--- src/hw/rtl/rpa_pkg.sv ---
// Shared types, widths and codes for the reference-counted page allocator.
// No dependencies; imported by every module of the block.
package rpa_pkg;

	localparam int MAX_PAGES  = 4096;
	localparam int PAGE_BYTES = 4096;

	localparam int IDX_W   = $clog2(MAX_PAGES);
	localparam int TOP_W   = IDX_W + 1;
	localparam int OFS_W   = $clog2(PAGE_BYTES);
	localparam int ADDR_W  = 56;
	localparam int BASE_W  = 44;
	localparam int NCNT_W  = 13;
	localparam int CNT_W   = 16;
	localparam int PFN_W   = ADDR_W - OFS_W;
	localparam int CMP_W   = ((PFN_W > BASE_W) ? PFN_W : BASE_W) + 1;
	localparam int OP_W    = 3;
	localparam int STAT_W  = 3;
	localparam int PDATA_W = 64;
	localparam int PADDR_W = 4;

	localparam logic [CNT_W-1:0] CNT_MAX = {CNT_W{1'b1}};

	// operation codes
	localparam logic [OP_W-1:0] OP_INIT    = 3'd0;
	localparam logic [OP_W-1:0] OP_ALLOC   = 3'd1;
	localparam logic [OP_W-1:0] OP_FREE    = 3'd2;
	localparam logic [OP_W-1:0] OP_REF_INC = 3'd3;
	localparam logic [OP_W-1:0] OP_REF_GET = 3'd4;

	// result status codes
	localparam logic [STAT_W-1:0] STAT_OK        = 3'd0;
	localparam logic [STAT_W-1:0] STAT_OOM       = 3'd1;
	localparam logic [STAT_W-1:0] STAT_BAD_ADDR  = 3'd2;
	localparam logic [STAT_W-1:0] STAT_DBL_FREE  = 3'd3;
	localparam logic [STAT_W-1:0] STAT_NOT_ALLOC = 3'd4;
	localparam logic [STAT_W-1:0] STAT_SAT       = 3'd5;

	// register select, taken from paddr bit 3 (registers sit 8 bytes apart)
	localparam logic REG_BASE  = 1'b0;
	localparam logic REG_COUNT = 1'b1;

	typedef struct packed {
		logic [OP_W-1:0]   op;
		logic [ADDR_W-1:0] page_address;
	} req_t;

	typedef struct packed {
		logic [STAT_W-1:0] status;
		logic [ADDR_W-1:0] result_address;
		logic [CNT_W-1:0]  ref_count;
	} rsp_t;

	typedef struct packed {
		logic [BASE_W-1:0] base;
		logic [NCNT_W-1:0] pages;   // page count clamped to MAX_PAGES
	} cfg_t;

endpackage

--- src/hw/rtl/rpa_regs.sv ---
// APB register file: region base page frame and page count.
// Depends on rpa_pkg; supplies the clamped configuration to the top level.
module rpa_regs (
	input  logic                        clk,
	input  logic                        arst_n,
	input  logic                        psel,
	input  logic                        penable,
	input  logic                        pwrite,
	input  logic [rpa_pkg::PADDR_W-1:0] paddr,
	input  logic [rpa_pkg::PDATA_W-1:0] pwdata,
	output logic [rpa_pkg::PDATA_W-1:0] prdata,
	output logic                        pready,
	output rpa_pkg::cfg_t               cfg
);
	import rpa_pkg::*;

	logic [BASE_W-1:0] base_q;
	logic [NCNT_W-1:0] count_q;

	always_ff @(posedge clk or negedge arst_n) begin
		if (!arst_n) begin
			base_q  <= '0;
			count_q <= '0;
		end else if (psel && penable && pwrite) begin
			unique case (paddr[3])
				REG_BASE:  base_q  <= pwdata[BASE_W-1:0];
				REG_COUNT: count_q <= pwdata[NCNT_W-1:0];
				default: ;
			endcase
		end
	end

	always_comb begin
		prdata = '0;
		unique case (paddr[3])
			REG_BASE:  prdata = PDATA_W'(base_q);
			REG_COUNT: prdata = PDATA_W'(count_q);
			default: ;
		endcase
	end

	assign pready    = 1'b1;
	assign cfg.base  = base_q;
	assign cfg.pages = (count_q > NCNT_W'(MAX_PAGES)) ? NCNT_W'(MAX_PAGES) : count_q;

endmodule

--- config.mk ---
export PLATFORM = sky130hd
export DESIGN_NAME = rpa_regs
export DESIGN_NICKNAME = d
export VERILOG_FILES = /design/src/hw/rtl/rpa_pkg.sv /design/src/hw/rtl/rpa_regs.sv
export SDC_FILE = /design/constraint.sdc
export NUM_CORES = 1
export LEC_CHECK = 0
export ABC_AREA = 1
export BUFFER_PORTS_ARGS = -buffer_cell sky130_fd_sc_hd__buf_2
export CAP_MARGIN = 20
export CORE_MARGIN = 1
export CORE_UTILIZATION = 40
export DETAILED_ROUTE_END_ITERATION = 10
export GPL_ROUTABILITY_DRIVEN = 0
export PLACE_DENSITY = 0.77
export RECOVER_POWER = 100
export SLEW_MARGIN = 20
export SYNTH_ARGS = -nofsm -noshare
export SYNTH_HDL_FRONTEND = slang
export SYNTH_SLANG_ARGS = --single-unit
--- constraint.sdc ---
create_clock -name clk -period 1.65 [get_ports clk]
set_clock_uncertainty 0.1 [all_clocks]
set_input_delay 0 -clock clk [delete_from_list [all_inputs] [get_ports clk]]
set_output_delay 0 -clock clk [all_outputs]
set_load 0.05 [all_outputs]
==> impl_metrics.json <==
{
  "outcome": "finished, violations left",
  "violations": "setup timing",
  "finish.utilization_pct": 62.96,
  "fmax_ghz": 0.5821,
  "path_max_fanout": 6,
  "layout_commonest_cell": "nand2_1",
  "cts_tree": "yes",
  "drive_gt1_share_pct": 21.33,
  "dr.pass1.iters": 5,
  "clk_latency_ns": 0.32,
  "worst_pin_slew_ns": 0.9962,
  "synth_cells": 391,
  "setup_violations": 12,
  "num_io_pins": 195,
  "yosys_warnings": 0,
  "clock_path_buffers": 2,
  "synth_seq_cells": 57,
  "ff2ff_path_depth": 2,
  "die_w_um": 87.72,
  "maxSlewHeadroom_pct": 33.35,
  "layout_min_cycle_time_ns": 1.718,
  "synth_top_area_cell": "dfrtp_1",
  "place_hpwl_um": 5188,
  "grt_max_degree": 58,
  "grt_pass1_wl_um": 13400,
  "holdCritPathClass": "in2reg",
  "crit_slowest_cell": "dfrtp_1",
  "synth_top_area_share_pct": 48.53,
  "cts_buffers": 9,
  "drcViolationCount": 0,
  "endpoint_kind": "primary output",
  "layout_setup_ws_ns": -0.06783,
  "slew_violations": 0,
  "required_ns": 1.55,
  "core_area_mm2": 0.006944,
  "grt_pass1_vias": 2869,
  "drt_iter0_drc": 161,
  "wire_per_inst_um": 12.93,
  "grt.total_usage_pct": 22.90,
  "die-area_mm2": 0.007695,
  "yosysSeqAreaShare_pct": 48.53,
  "worstSetupPathType": "reg2out",
  "grt_setup_unrepaired": "yes",
  "worstHoldPathCells": 5,
  "root_buffer": "clkbuf_8",
  "rows": 30,
  "wirelength_um": 8818,
  "post_synth_num_cell_types": 18,
  "fp.dieH_um": 87.72,
  "synth_area_leaders": "dfrtp_1 49%, nand2_1 14%, inv_1 7.2%",
  "ant_nets": 0,
  "hold_viol": 0,
  "powerDensity_mw_per_mm2": 1381,
  "vias": 3175,
  "final_cell_mix": "106 x nand2_1, 77 x clkbuf_1, 56 x dfrtp_1, 54 x buf_2, 53 x inv_1",
  "nFillCells": 613,
  "h-tree-depth": 3,
  "fin_total_pwr_mw": 6.037,
  "critPathMaxStageDelay_ns": 0.39,
  "overflow": 0,
  "vdd_drop_max_mv": 0.7833,
  "drt-vias-per-instance": 4.655,
  "start_util_pct": 42.32,
  "path_cells": "nor2_2 > nand2_2 > nor2_4 > nand2_4 > a21oi_2 > buf_6",
  "syn_to_final_growth_pct": 48.74,
  "cp-start-kind": "register",
  "cts_sinks": 57,
  "clk_pin_slew_worst_paths_ns": 0.07,
  "syn-cell-area_mm2": 0.002939,
  "cap_viol_max_count": 0,
  "timing.final.crit_share_pct": 104.1,
  "nets": 655,
  "cp.arrival_ns": 1.62,
  "synth.avg_cell_area_um2": 7.517,
  "antenna_found_initial": 0,
  "diodes": 0,
  "cellLeakagePower_nw": 2.320,
  "port_buffers": 150
}
state kept, by name, summed over array words and instances (netlist names):
register / cells
count_q: 13
base_q: 44
repair_timing:
item                                    CTS  global route
pin swaps                                 3            11
endpoints found under the hold margin   114             0
gates cloned                              1             0
endpoints found under the setup margin   12            13
buffers inserted                          0             5
gates resized for setup                  32            21
hold buffers                             45             0
path summary, 6_finish.rpt:
check	end	slack (ns)	from
hold / removal	base_q[29]$_DFFE_PN0P_	0.14	paddr[3]
min in group asynchronous	base_q[0]$_DFFE_PN0P_	0.29	arst_n
max in group asynchronous	count_q[12]$_DFFE_PN0P_	0.58	arst_n
setup / recovery	cfg[6]	-0.07	count_q[0]$_DFFE_PN0P_
setup reg to reg	count_q[12]$_DFFE_PN0P_	0.63	count_q[12]$_DFFE_PN0P_
hold reg to reg	base_q[29]$_DFFE_PN0P_	0.40	base_q[29]$_DFFE_PN0P_
Yosys cell counts:
| cell | number |
|---|---|
| buf_6 | 6 |
| buf_1 | 3 |
| a21oi_1 | 12 |
| buf_4 | 21 |
| nor2_1 | 37 |
| buf_2 | 12 |
| o21ai_0 | 25 |
| o21ai_1 | 13 |
| nand2_1 | 108 |
| clkbuf_2 | 1 |
| conb_1 | 2 |
| nand3_1 | 31 |
| and3_1 | 1 |
| dfrtp_1 | 57 |
| nand2_4 | 2 |
| inv_1 | 56 |
| clkbuf_1 | 3 |
| inv_2 | 1 |
critical path: cells and delay by family, from the launching register on:
kind / cells / cell delay [ns]
compound gates: 1 / 0.20
flops: 1 / 0.39
buf+inv: 1 / 0.19
simple gates: 4 / 0.51
per-layer routing:
layer	part of all wire, %	track usage [%]
met3	7.1	4.713
met4	2.4	12.67
met1	40	26.44
met5	0	0
met2	51	39.68
metrics by stage:
stage / instances / hold WS (ns) / setup slack, ns / TNS [ns] / area (um^2)
after floorplan: 410 / -0.3956 / -0.06248 / -0.6248 / 3010
after global placement: 616 / -0.08042 / 0.1607 / 0 / 3626
after detailed placement: 616 / -0.07454 / 0.1080 / 0 / 3626
after CTS: 677 / 0.1018 / -0.05156 / -0.4997 / 4380
after global routing: 682 / 0.1625 / -0.1242 / -1.166 / 4372
final: 682 / 0.1400 / -0.06783 / -0.2361 / 4372
power breakdown:
group | internal, mW | switching (mW)
logic | 0.625 | 2.22
registers | 1.66 | 0.254
clock network | 0.767 | 0.513
final cells by class:
cell class / count / area (um^2) / area share, %
clock buffer: 12 / 155.1 / 3.549
clock inverter: 3 / 40.04 / 0.9159
inverter: 57 / 214.0 / 4.894
multi-input combinational: 251 / 1154 / 26.39
sequential: 57 / 1428 / 32.66
tap: 96 / 120.1 / 2.748
timing repair buffer: 206 / 1261 / 28.85
kinds of logic (layout without fill, tap and decap cells):
group / count (synthesis) / in the layout / synth area share [%]
buffers and inverters: 103 / 278 / 17.92
and+or+nand+nor: 179 / 180 / 24.78
other: 2 / 21 / 0.2555
AOI/OAI and AO/OA: 50 / 50 / 8.514
DFF: 57 / 57 / 48.53
Note: power is estimated with default switching activity, not from simulation.
